**config.mk**
```make
export PLATFORM = sky130hd
export DESIGN_NAME = curve25519_field_multiply
export DESIGN_NICKNAME = d
export VERILOG_FILES = /design/src/rtl/core/cfm_pkg.sv /design/src/rtl/core/cfm_controller.sv /design/src/rtl/core/cfm_datapath.sv /design/src/rtl/core/curve25519_field_multiply.sv
export SDC_FILE = /design/constraint.sdc
export NUM_CORES = 2
export LEC_CHECK = 0
export BUFFER_PORTS_ARGS = -buffer_cell sky130_fd_sc_hd__clkbuf_2
export CORE_ASPECT_RATIO = 0.7
export CORE_MARGIN = 4
export CORE_UTILIZATION = 55
export CTS_BUF_LIST = sky130_fd_sc_hd__clkbuf_8
export DETAILED_ROUTE_END_ITERATION = 12
export HOLD_SLACK_MARGIN = 0.1
export PLACE_DENSITY = 0.71
export RECOVER_POWER = 100
export SYNTH_ARGS = -nofsm -noshare
export SYNTH_HDL_FRONTEND = slang
export SYNTH_SLANG_ARGS = --single-unit
```
**constraint.sdc**
```tcl
create_clock -name clock -period 23.7 [get_ports clock]
set_input_delay 3.555 -clock clock [delete_from_list [all_inputs] [get_ports clock]]
set_output_delay 3.555 -clock clock [all_outputs]
set_load 0.1 [all_outputs]
```
**src/rtl/core/cfm_pkg.sv**
```systemverilog
// ----------------------------------------------------------------------------
// cfm_pkg
// Shared types and constants of the GF(2^255-19) field multiplier.
// ----------------------------------------------------------------------------
package cfm_pkg;

   localparam int unsigned LIMB_WIDTH    = 26;
   localparam int unsigned PRODUCT_WIDTH = 27;
   localparam int unsigned ADDR_WIDTH    = 4;
   localparam int unsigned MUL_WIDTH     = 2 * LIMB_WIDTH;
   localparam int unsigned ACC_WIDTH     = 64;
   localparam int unsigned CARRY_WIDTH   = ACC_WIDTH - 25;

   localparam logic [ADDR_WIDTH-1:0] LIMB_COUNT = 4'd10;
   localparam logic [ADDR_WIDTH-1:0] LIMB_LAST  = 4'd9;

   typedef struct packed {
      logic [LIMB_WIDTH-1:0] left_limb;
      logic [LIMB_WIDTH-1:0] right_limb;
      logic                  last_limb;
   } req_payload_type;

   typedef struct packed {
      logic [PRODUCT_WIDTH-1:0] product_limb;
      logic                     final_limb;
   } rsp_payload_type;

   typedef enum logic [2:0] {
      ST_IDLE,
      ST_MAC,
      ST_DRAIN,
      ST_FOLD,
      ST_CARRY0,
      ST_CARRY1,
      ST_EMIT
   } state_type;

   // Commands from the sequencer to the datapath
   typedef struct packed {
      logic                  load_en;
      logic [ADDR_WIDTH-1:0] load_addr;
      logic                  clear_carry;
      logic                  mac_en;
      logic [ADDR_WIDTH-1:0] mac_left_addr;
      logic [ADDR_WIDTH-1:0] mac_right_addr;
      logic                  mac_wrap;
      logic                  mac_double;
      logic                  mac_first;
      logic                  mac_last;
      logic [ADDR_WIDTH-1:0] mac_col;
      logic                  fold_en;
      logic                  carry0_en;
      logic                  carry1_en;
      logic                  emit_en;
      logic [ADDR_WIDTH-1:0] emit_addr;
      logic                  emit_final;
   } cmd_type;

endpackage

```
**src/rtl/core/cfm_controller.sv**
```systemverilog
// ----------------------------------------------------------------------------
// cfm_controller
// Sequencer: limb loading, column-major multiply-accumulate order, final
// carry steps and result emission.
// ----------------------------------------------------------------------------
module cfm_controller (
   input  logic                     clock,
   input  logic                     reset,
   input  logic                     start,
   input  logic                     last_limb,
   output logic                     busy,
   output cfm_pkg::cmd_type         cmd
);

   cfm_pkg::state_type state_ff, state_in;
   logic [cfm_pkg::ADDR_WIDTH-1:0] load_pos_ff, load_pos_in;
   logic [cfm_pkg::ADDR_WIDTH-1:0] col_ff, col_in;
   logic [cfm_pkg::ADDR_WIDTH-1:0] row_ff, row_in;
   logic [cfm_pkg::ADDR_WIDTH-1:0] emit_ff, emit_in;

   always_ff @(posedge clock) begin
      if (reset) begin
         state_ff    <= cfm_pkg::ST_IDLE;
         load_pos_ff <= '0;
         col_ff      <= '0;
         row_ff      <= '0;
         emit_ff     <= '0;
      end else begin
         state_ff    <= state_in;
         load_pos_ff <= load_pos_in;
         col_ff      <= col_in;
         row_ff      <= row_in;
         emit_ff     <= emit_in;
      end
   end

   always_comb begin
      state_in    = state_ff;
      load_pos_in = load_pos_ff;
      col_in      = col_ff;
      row_in      = row_ff;
      emit_in     = emit_ff;
      cmd         = '0;
      busy        = (state_ff != cfm_pkg::ST_IDLE);

      // column term: right index wraps around the ring
      cmd.mac_left_addr  = row_ff;
      cmd.mac_right_addr = (col_ff >= row_ff) ? (col_ff - row_ff)
                                              : (col_ff + cfm_pkg::LIMB_COUNT - row_ff);
      cmd.mac_wrap       = (row_ff > col_ff);
      cmd.mac_double     = row_ff[0] & cmd.mac_right_addr[0];
      cmd.mac_first      = (row_ff == '0);
      cmd.mac_last       = (row_ff == cfm_pkg::LIMB_LAST);
      cmd.mac_col        = col_ff;
      cmd.load_addr      = load_pos_ff;
      cmd.emit_addr      = emit_ff;
      cmd.emit_final     = (emit_ff == cfm_pkg::LIMB_LAST);

      unique case (state_ff)
         cfm_pkg::ST_IDLE: begin
            if (start) begin
               cmd.load_en = (load_pos_ff < cfm_pkg::LIMB_COUNT);
               if (last_limb) begin
                  load_pos_in     = '0;
                  cmd.clear_carry = 1'b1;
                  col_in          = '0;
                  row_in          = '0;
                  state_in        = cfm_pkg::ST_MAC;
               end else if (load_pos_ff < cfm_pkg::LIMB_COUNT) begin
                  load_pos_in = load_pos_ff + 1'b1;
               end
            end
         end
         cfm_pkg::ST_MAC: begin
            cmd.mac_en = 1'b1;
            if (row_ff == cfm_pkg::LIMB_LAST) begin
               row_in = '0;
               if (col_ff == cfm_pkg::LIMB_LAST) begin
                  state_in = cfm_pkg::ST_DRAIN;
               end else begin
                  col_in = col_ff + 1'b1;
               end
            end else begin
               row_in = row_ff + 1'b1;
            end
         end
         cfm_pkg::ST_DRAIN: begin
            state_in = cfm_pkg::ST_FOLD;
         end
         cfm_pkg::ST_FOLD: begin
            cmd.fold_en = 1'b1;
            state_in    = cfm_pkg::ST_CARRY0;
         end
         cfm_pkg::ST_CARRY0: begin
            cmd.carry0_en = 1'b1;
            state_in      = cfm_pkg::ST_CARRY1;
         end
         cfm_pkg::ST_CARRY1: begin
            cmd.carry1_en = 1'b1;
            emit_in       = '0;
            state_in      = cfm_pkg::ST_EMIT;
         end
         cfm_pkg::ST_EMIT: begin
            cmd.emit_en = 1'b1;
            if (emit_ff == cfm_pkg::LIMB_LAST) begin
               state_in = cfm_pkg::ST_IDLE;
            end else begin
               emit_in = emit_ff + 1'b1;
            end
         end
         default: begin
            state_in = cfm_pkg::ST_IDLE;
         end
      endcase
   end

endmodule

```
**src/rtl/core/cfm_datapath.sv**
```systemverilog
// ----------------------------------------------------------------------------
// cfm_datapath
// Operand stores, shared 26x26 multiplier, weighted accumulator with
// per-column carry, result limb store and output register.
// ----------------------------------------------------------------------------
module cfm_datapath (
   input  logic                     clock,
   input  logic                     reset,
   input  cfm_pkg::cmd_type         cmd,
   input  cfm_pkg::req_payload_type req_payload,
   output logic                     rsp_strobe,
   output cfm_pkg::rsp_payload_type rsp_payload
);

   localparam int unsigned W19_WIDTH  = cfm_pkg::MUL_WIDTH + 5;
   localparam int unsigned F19_WIDTH  = cfm_pkg::CARRY_WIDTH + 5;
   localparam int unsigned FOLD_WIDTH = F19_WIDTH + 1;

   logic [cfm_pkg::LIMB_WIDTH-1:0]    left_mem  [10];
   logic [cfm_pkg::LIMB_WIDTH-1:0]    right_mem [10];
   logic [cfm_pkg::PRODUCT_WIDTH-1:0] limb_mem  [10];

   logic [cfm_pkg::MUL_WIDTH-1:0]   prod_ff;
   logic                            prod_valid_ff;
   logic                            prod_wrap_ff;
   logic                            prod_double_ff;
   logic                            prod_first_ff;
   logic                            prod_last_ff;
   logic [cfm_pkg::ADDR_WIDTH-1:0]  prod_col_ff;
   logic [cfm_pkg::ACC_WIDTH-1:0]   acc_ff, acc_in;
   logic [cfm_pkg::CARRY_WIDTH-1:0] carry_ff;
   logic                            strobe_ff;
   cfm_pkg::rsp_payload_type        out_ff;

   logic [W19_WIDTH-1:0]            prod_x19;
   logic [W19_WIDTH:0]              weighted;
   logic [cfm_pkg::ACC_WIDTH-1:0]   acc_base;
   logic [F19_WIDTH-1:0]            carry_x19;
   logic [FOLD_WIDTH-1:0]           fold_sum;
   logic [cfm_pkg::CARRY_WIDTH:0]   carry0_sum;

   always_comb begin
      prod_x19 = ({5'b0, prod_ff} << 4) + ({5'b0, prod_ff} << 1) + {5'b0, prod_ff};
      unique case ({prod_wrap_ff, prod_double_ff})
         2'b00:   weighted = {6'b0, prod_ff};
         2'b01:   weighted = {5'b0, prod_ff, 1'b0};
         2'b10:   weighted = {1'b0, prod_x19};
         default: weighted = {prod_x19, 1'b0};
      endcase
      acc_base = prod_first_ff ? {{(cfm_pkg::ACC_WIDTH-cfm_pkg::CARRY_WIDTH){1'b0}}, carry_ff}
                               : acc_ff;
      acc_in   = acc_base + {{(cfm_pkg::ACC_WIDTH-W19_WIDTH-1){1'b0}}, weighted};

      carry_x19  = ({5'b0, carry_ff} << 4) + ({5'b0, carry_ff} << 1) + {5'b0, carry_ff};
      fold_sum   = {1'b0, carry_x19}
                 + {{(FOLD_WIDTH-26){1'b0}}, limb_mem[0][25:0]};
      carry0_sum = {1'b0, carry_ff}
                 + {{(cfm_pkg::CARRY_WIDTH+1-25){1'b0}}, limb_mem[1][24:0]};
   end

   // operand stores and multiplier stage
   always_ff @(posedge clock) begin
      if (cmd.load_en) begin
         left_mem[cmd.load_addr]  <= req_payload.left_limb;
         right_mem[cmd.load_addr] <= req_payload.right_limb;
      end
      prod_ff        <= left_mem[cmd.mac_left_addr] * right_mem[cmd.mac_right_addr];
      prod_wrap_ff   <= cmd.mac_wrap;
      prod_double_ff <= cmd.mac_double;
      prod_first_ff  <= cmd.mac_first;
      prod_last_ff   <= cmd.mac_last;
      prod_col_ff    <= cmd.mac_col;
   end

   // accumulator, column carry, final carry steps and output register
   always_ff @(posedge clock) begin
      if (prod_valid_ff) begin
         acc_ff <= acc_in;
      end
      priority if (cmd.clear_carry) begin
         carry_ff <= '0;
      end else if (prod_valid_ff && prod_last_ff) begin
         if (prod_col_ff[0]) begin
            limb_mem[prod_col_ff] <= {2'b0, acc_in[24:0]};
            carry_ff              <= acc_in[cfm_pkg::ACC_WIDTH-1:25];
         end else begin
            limb_mem[prod_col_ff] <= {1'b0, acc_in[25:0]};
            carry_ff              <= {1'b0, acc_in[cfm_pkg::ACC_WIDTH-1:26]};
         end
      end else if (cmd.fold_en) begin
         limb_mem[0] <= {1'b0, fold_sum[25:0]};
         carry_ff    <= {{(cfm_pkg::CARRY_WIDTH-(FOLD_WIDTH-26)){1'b0}},
                         fold_sum[FOLD_WIDTH-1:26]};
      end else if (cmd.carry0_en) begin
         limb_mem[1] <= {2'b0, carry0_sum[24:0]};
         carry_ff    <= {{(cfm_pkg::CARRY_WIDTH-(cfm_pkg::CARRY_WIDTH+1-25)){1'b0}},
                         carry0_sum[cfm_pkg::CARRY_WIDTH:25]};
      end else if (cmd.carry1_en) begin
         limb_mem[2] <= limb_mem[2] + carry_ff[cfm_pkg::PRODUCT_WIDTH-1:0];
      end else begin
         // hold carry and limbs
      end
      if (cmd.emit_en) begin
         out_ff.product_limb <= limb_mem[cmd.emit_addr];
         out_ff.final_limb   <= cmd.emit_final;
      end
   end

   always_ff @(posedge clock) begin
      if (reset) begin
         prod_valid_ff <= 1'b0;
         strobe_ff     <= 1'b0;
      end else begin
         prod_valid_ff <= cmd.mac_en;
         strobe_ff     <= cmd.emit_en;
      end
   end

   assign rsp_strobe  = strobe_ff;
   assign rsp_payload = out_ff;

endmodule

```
**src/rtl/core/curve25519_field_multiply.sv**
```systemverilog
// ----------------------------------------------------------------------------
// curve25519_field_multiply
// Results: product limb 0 reaches the result ports after the request carrying
//   limb 9 is accepted and the MAC, drain, fold, CARRY0 and CARRY1 states have
//   run, then ten strobes follow on consecutive cycles (limb 0 to 9).
// Throughput: one request per cycle while loading; a full run occupies the
//   single 26x26 multiplier for 100 multiply-accumulates, plus carry fixup
//   and emission, and no new multiply is taken until the run ends (busy).
// Reset: synchronous, clears the sequencer and load position; operand stores
//   are undefined until written. The receiver cannot stall results.
// ----------------------------------------------------------------------------
module curve25519_field_multiply (
   input  logic                     clock,
   input  logic                     reset,
   input  logic                     start,
   output logic                     busy,
   input  cfm_pkg::req_payload_type req_payload,
   output logic                     rsp_strobe,
   output cfm_pkg::rsp_payload_type rsp_payload
);

   // Sequencer to datapath commands
   cfm_pkg::cmd_type cmd;

   // Controller: counts limb requests while idle, walks the 10x10 product
   // terms column by column, then steps the ring carry and emission.
   cfm_controller u_controller (
      .clock     (clock),
      .reset     (reset),
      .start     (start),
      .last_limb (req_payload.last_limb),
      .busy      (busy),
      .cmd       (cmd)
   );

   // Datapath: hold operand limbs, multiply one term per cycle, accumulate
   // each column on top of the previous column's carry, and drive results.
   cfm_datapath u_datapath (
      .clock       (clock),
      .reset       (reset),
      .cmd         (cmd),
      .req_payload (req_payload),
      .rsp_strobe  (rsp_strobe),
      .rsp_payload (rsp_payload)
   );

   // A request flagged last starts a multiply: block further requests
   assert property (@(posedge clock) disable iff (reset)
      (start && !busy && req_payload.last_limb) |=> busy)
      else $error("multiply did not start after last limb");

   // Product limbs arrive on consecutive cycles until the final one
   assert property (@(posedge clock) disable iff (reset)
      (rsp_strobe && !rsp_payload.final_limb) |=> rsp_strobe)
      else $error("gap inside a result run");

   // The final limb ends the run
   assert property (@(posedge clock) disable iff (reset)
      (rsp_strobe && rsp_payload.final_limb) |=> !rsp_strobe)
      else $error("result after final limb");

   // Busy only rises on a request that carries the last limb
   assert property (@(posedge clock) disable iff (reset)
      $rose(busy) |-> $past(start && req_payload.last_limb))
      else $error("busy without a last-limb request");

endmodule
```
Yosys cells after proc, flatten, opt, wreduce, memory -nomap -nowiden. Memory sizes are Yosys's and may differ from the RTL's. A register that Yosys moved wholly into a read port is not among the register bits. Cells that the tools add are included.

$add $sub $neg: 15. Multiply operators: 1. Order comparisons: 3. Equality and inequality tests: 18. Mux-type cells: 71. Bitwise gates (word level): 2. Reductions and logical operators: 17.

Operators with widths (number): 58-bit one-hot mux with 3 select lines (1); 39-bit 2-to-1 mux (4); 27-bit 2-to-1 mux (4); 27-bit OR reduction (3); 64-bit by 58-bit adder with 64-bit output (1); 64-bit 2-to-1 mux (1); 56-bit by 53-bit adder with 57-bit output (1); 57-bit by 52-bit adder with 57-bit output (1); 4-bit 2-to-1 mux (14); 26-bit by 26-bit multiplier with 52-bit output (1); 44-bit by 26-bit adder with 45-bit output (1); 43-bit by 40-bit adder with 44-bit output (1); 44-bit by 39-bit adder with 44-bit output (1); 39-bit by 25-bit adder with 40-bit output (1); 1-bit 2-to-1 mux (38); 27-bit adder (1); 4-bit one-hot mux with 2 select lines (3); 3-bit one-hot mux with 7 select lines (1); 4-bit by 1-bit adder with 4-bit output (second input constant) (4); 3-bit 2-to-1 mux (5); 4-bit equality test (second input constant) (3); 5-bit AND reduction (2); 3-bit equality test (second input constant) (3); 2-bit inequality test (second input constant) (4); 20 further kinds (28).

Bits in registers: 185. Bits in writable memories: 790. Memories: 3.

Memory list: u_datapath.limb_mem (depth 10, width 27, rd ports 4, clocked after memory_dff 1, wr ports 1, line cfm_datapath.sv:21) `logic [cfm_pkg::PRODUCT_WIDTH-1:0] limb_mem [10];`; u_datapath.left_mem (depth 10, width 26, rd ports 1, clocked after memory_dff 1, wr ports 1, line cfm_datapath.sv:19) `logic [cfm_pkg::LIMB_WIDTH-1:0] left_mem [10];`; u_datapath.right_mem (depth 10, width 26, rd ports 1, clocked after memory_dff 0, wr ports 1, line cfm_datapath.sv:20) `logic [cfm_pkg::LIMB_WIDTH-1:0] right_mem [10];`.

Logic depth before layout (Yosys ltp).
Depth in word-level cells: 10. Gate-level depth with buffers: 39. Depth with buffers taken out: 36.

Modules after synthesis. From an unflattened synthesis, not the netlist that was laid out.

Cell total of the unflattened synthesis: 6542. Area, all modules: 76149.3 µm².

By module, submodules not included: cfm_datapath (instances 1, cells each 6373, area an instance 74788.0 µm²); cfm_controller (instances 1, cells each 169, area an instance 1361.3 µm²).

Least setup slack after synthesis. Ideal clock, no wire load.

Path type: reg-to-reg. From: register u_controller.col_ff[0] (netlist bit). To: register u_datapath.prod_ff[50] (netlist bit). Arrival time: 9390 ps. Path slack: 14188 ps. Cell stages (with the launch flop): 36. Path buffers: 4. Period minus slack after synthesis: 9512 ps. Path through: dfxtp_1 inv_1 ha_1 fa_1 o21a_1 o21ai_2 xor2_2 buf_6 buf_4 mux4_2 mux2_2 o21ai_1 buf_2 nor2_1 fa_1 fa_1 inv_1 fa_1 fa_1 inv_1 fa_1 fa_1 inv_1 fa_1 inv_1 ha_1 clkbuf_1 nand2_1 or3_1 or3b_1 o31ai_1 o21ai_1 o31ai_2 a21o_1 nor4b_1 a311o_1.

Longest elaborated chain between the ends: 5.

Ends and longest elaborated chain: start: declaration (line cfm_controller.sv:17) `logic [cfm_pkg::ADDR_WIDTH-1:0] col_ff, col_in;`; start signal: assignment (line cfm_controller.sv:31) `col_ff <= col_in;`; 4-bit adder (line cfm_controller.sv:49) `: (col_ff + cfm_pkg::LIMB_COUNT - row_ff);`; 4-bit subtractor (line cfm_controller.sv:49); 4-bit 2-to-1 mux * (line cfm_controller.sv:48) `cmd.mac_right_addr = (col_ff >= row_ff) ? (col_ff - row_ff)`; memory read 10 x 26 bit *; 26-bit by 26-bit multiplier with 52-bit output * (line cfm_datapath.sv:67) `prod_ff <= left_mem[cmd.mac_left_addr] * right_mem[cmd.mac_right_addr];`; end signal: assignment (line cfm_datapath.sv:67); end: declaration (line cfm_datapath.sv:23) `logic [cfm_pkg::MUL_WIDTH-1:0] prod_ff;`.

Every way passes the cells marked *; elsewhere a longest branch is shown, timed or not. A chain may end at the register's enable or synchronous reset.

Worst setup path in the final report.
From: register u_controller.col_ff[0] (netlist bit). To: register u_datapath.prod_ff[48] (netlist bit).

The elaborated chain is that of the path after synthesis.

==> results.yml <==
status:
  status: "finished with violations"
  violations: "capacitance limit, slew limit"
logic_synthesis:
  synth-main-ff-cell: "edfxtp_1"
  synth_nets: 7765
  seq_area_frac_synth_pct: 39.4
  async_flop_share_pct: 0
  yosys_warnings: 0
  synth.area.top_cells: "edfxtp_1 36%, fa_1 18%, ha_1 7.1%"
  avgSynthCellArea_um2: 11.7
  synth_edf_count: 924
  synth-seq-cells: 1049
  yosysTopAreaCellShare_pct: 36.1
  synthCells: 6585
  syn_area_um2: 76800
  yosysUniqueCellTypes: 103
  synth_top_area_cell: "edfxtp_1"
timing:
  maxSlewViolCount: 1155
  period_needed_ps: 14940
  tightest_slew_ps: 4320
  finalSetupTns_ps: 0
  fin_ws_ps: 8760
  fmaxAchievable_ghz: 0.0670
  slew_headroom_pct: -188
  finalSetupViolations: 0
  grt_setup_unrepaired: "no"
  period_share_pct: 63.0
  finalHoldViolCount: 0
  whs_ps: 399
  skew_ps: 84.5
route:
  antenna_left: 0
  drtIter0Drc: 7088
  wl_per_cell_um: 25.6
  drc_errors: 0
  first_pass_iters: 8
  wl_um: 221000
  vias: 53300
  viasPerCell: 6.15
grt:
  grt_pass1_vias: 52500
  antenna_found_initial: 20
  grt_max_degree: 65
  grt-ovfl-total: 0
  grt_usage_pct: 30.6
  grt_first_pass_wirelength_um: 335000
final_layout:
  nNetsFinal: 7846
  area_delta_synth_final_pct: 7.18
  num-fill-cells: 11200
  drive_gt1_share_pct: 10.0
  finalNonFillerCells: 8659
critical_path:
  crit_slowest_cell: "clkbuf_1"
  r2r-start: "u_controller.col_ff[0]$_SDFFE_PP0P_"
  critPathRequiredTime_ps: 24430
  critPathCaptureType: "flip-flop"
  critical_path.max_stage_delay_ps: 2490
  crit_path_end: "u_datapath.prod_ff[48]$_DFF_P_"
  worst_r2r_endpoint: "u_datapath.prod_ff[48]$_DFF_P_"
  critPathKind: "flip-flop to flip-flop"
  cp-startpoint: "u_controller.col_ff[0]$_SDFFE_PP0P_"
  path_common_cell: "fa_1"
  path_max_fanout: 52
  r2r_setup_slack_ps: 8760
  startpoint_type: "flip-flop"
  arrival_ps: 15660
  reg2reg_depth: 31
clocking:
  clockRootBuffer: "clkbuf_8"
  holdBufCountCts: 0
  cts_tree: "yes"
  htreeDepth: 4
  path_clk_slew_ps: 60
  clock_latency_ps: 920
  numCtsBuffers: 163
  cts.repair.resized: 0
  clockBufferDepth: 3
  clock-sinks: 1049
  post_cts_buffers: 0
place:
  place_inst: 8357
  gp_congestion: 1.04
  dpl.hpwl_um: 163000
  dp_worst_setup_slack_ps: 12730
  place.port_buffers: 85
floorplanning:
  core_area_um2: 138000
  pin_count: 86
  die_h_um: 321
  start_util_pct: 55.5
  row_count: 114
  dieWidth_um: 455
  die_area_um2: 146000
flow_run:
  maxCapViolations: 31
hold_path:
  hold_path_class: "flip-flop to flip-flop"
final cells by class:
type	instances	area [um2]	share of cell area [%]
Multi-Input combinational cell	4534	42800	52.0
Sequential cell	1049	30300	36.8
Inverter	715	2680	3.26
Clock buffer	170	2340	2.84
Tap cell	1856	2320	2.82
Timing Repair Buffer	203	1060	1.29
Clock inverter	120	786	0.955
Antenna cell	12	30.0	0.0365
through the flow:
step | utilization (%) | cell area [um2]
after floorplan | - | 76800
after global placement | 57.4 | 79500
after detailed placement | 57.4 | 79500
after CTS | 59.7 | 82600
after global routing | 59.5 | 82300
final | 59.5 | 82300
metal layers:
layer / vias to the layer above / global-route usage, % / wire length (um) / share of wire, %
met1: 26600 / 49.1 / 98700 / 45
met2: 3170 / 38.5 / 83500 / 38
li1: 23200 / - / - / -
met3: 334 / 12.1 / 34800 / 16
met4: 16 / 6.68 / 4320 / 2.0
met5: - / 0 / 94 / 0.042
cell usage in the layout, fill, tap and decap left out, types with 108 or more instances in the layout:
cell,n
xor2_1,108
clkbuf_8,170
fa_1,690
ha_1,434
clkbuf_1,124
dfxtp_1,117
a21o_1,148
edfxtp_1,924
inv_1,764
nand2_1,634
xnor2_1,143
o21ai_0,228
mux4_2,188
mux2i_1,149
a21oi_1,295
nor2_1,515
worst max-delay path, delay by kind of cell (launching register included):
kind / cells / cell delay (ps)
fa+ha+maj: 9 / 5580
compound gates: 6 / 2760
xor+xnor: 1 / 150
simple gates: 6 / 1340
buf+inv: 6 / 2800
flops: 1 / 410
mux: 3 / 1710
worst min-delay path by stage:
stage / cells past startpoint / slack, ps / start / end
final: 0 / 400 / u_controller.col_ff[3]$_SDFFE_PP0P_ / u_datapath.prod_col_ff[3]$_DFF_P_
after floorplan: 0 / 370 / u_controller.col_ff[3]$_SDFFE_PP0P_ / u_datapath.prod_col_ff[3]$_DFF_P_
after global placement: 0 / 390 / u_controller.col_ff[3]$_SDFFE_PP0P_ / u_datapath.prod_col_ff[3]$_DFF_P_
after detailed placement: 0 / 390 / u_controller.col_ff[3]$_SDFFE_PP0P_ / u_datapath.prod_col_ff[3]$_DFF_P_
after CTS: 0 / 400 / u_controller.col_ff[3]$_SDFFE_PP0P_ / u_datapath.prod_col_ff[3]$_DFF_P_
after global routing: 0 / 410 / u_controller.col_ff[3]$_SDFFE_PP0P_ / u_datapath.prod_col_ff[3]$_DFF_P_
flip-flops by register name, indices dropped and copies added (netlist names), 28 cells and up, named ones only:
name / cells
u_datapath.limb_mem: 313
u_datapath.left_mem: 260
u_datapath.right_mem: 260
u_datapath.acc_ff: 64
u_datapath.prod_ff: 52
u_datapath.carry_ff: 39
u_datapath.rsp_payload: 28
cell usage after synthesis, types with 38 or more instances:
cell	count
inv_1	714
nand3_1	55
and3_1	38
fa_1	690
nand4_1	50
o21a_1	50
nor2_1	521
xor2_1	108
and2_1	62
dfxtp_1	125
mux2i_1	149
nor3_1	46
a21oi_1	295
o21ai_1	50
edfxtp_1	924
mux4_2	188
buf_2	59
mux2_2	101
o21ai_0	225
a21o_1	148
ha_1	434
xnor2_1	143
a211oi_1	50
nor2b_1	71
clkbuf_1	191
nand2b_1	64
o21bai_1	47
nand2_1	634
logic make-up (layout without fill, tap and decap cells):
group | Yosys count | count (layout) | share of synthesized area, %
adder cells (fa/ha/maj) | 1124 | 1124 | 25.1
buffers and inverters | 1002 | 1208 | 5.03
multiplexers | 439 | 439 | 8.96
AO/OA/AOI/OAI | 1106 | 1106 | 9.32
XOR/XNOR | 253 | 253 | 2.91
other | 0 | 12 | 0
flip-flops | 1049 | 1049 | 39.4
AND/OR/NAND/NOR | 1612 | 1612 | 9.32
Power is left out: the tool's default activity adds up to more than one toggle a clock period on the data nets, which glitch-free logic cannot reach.
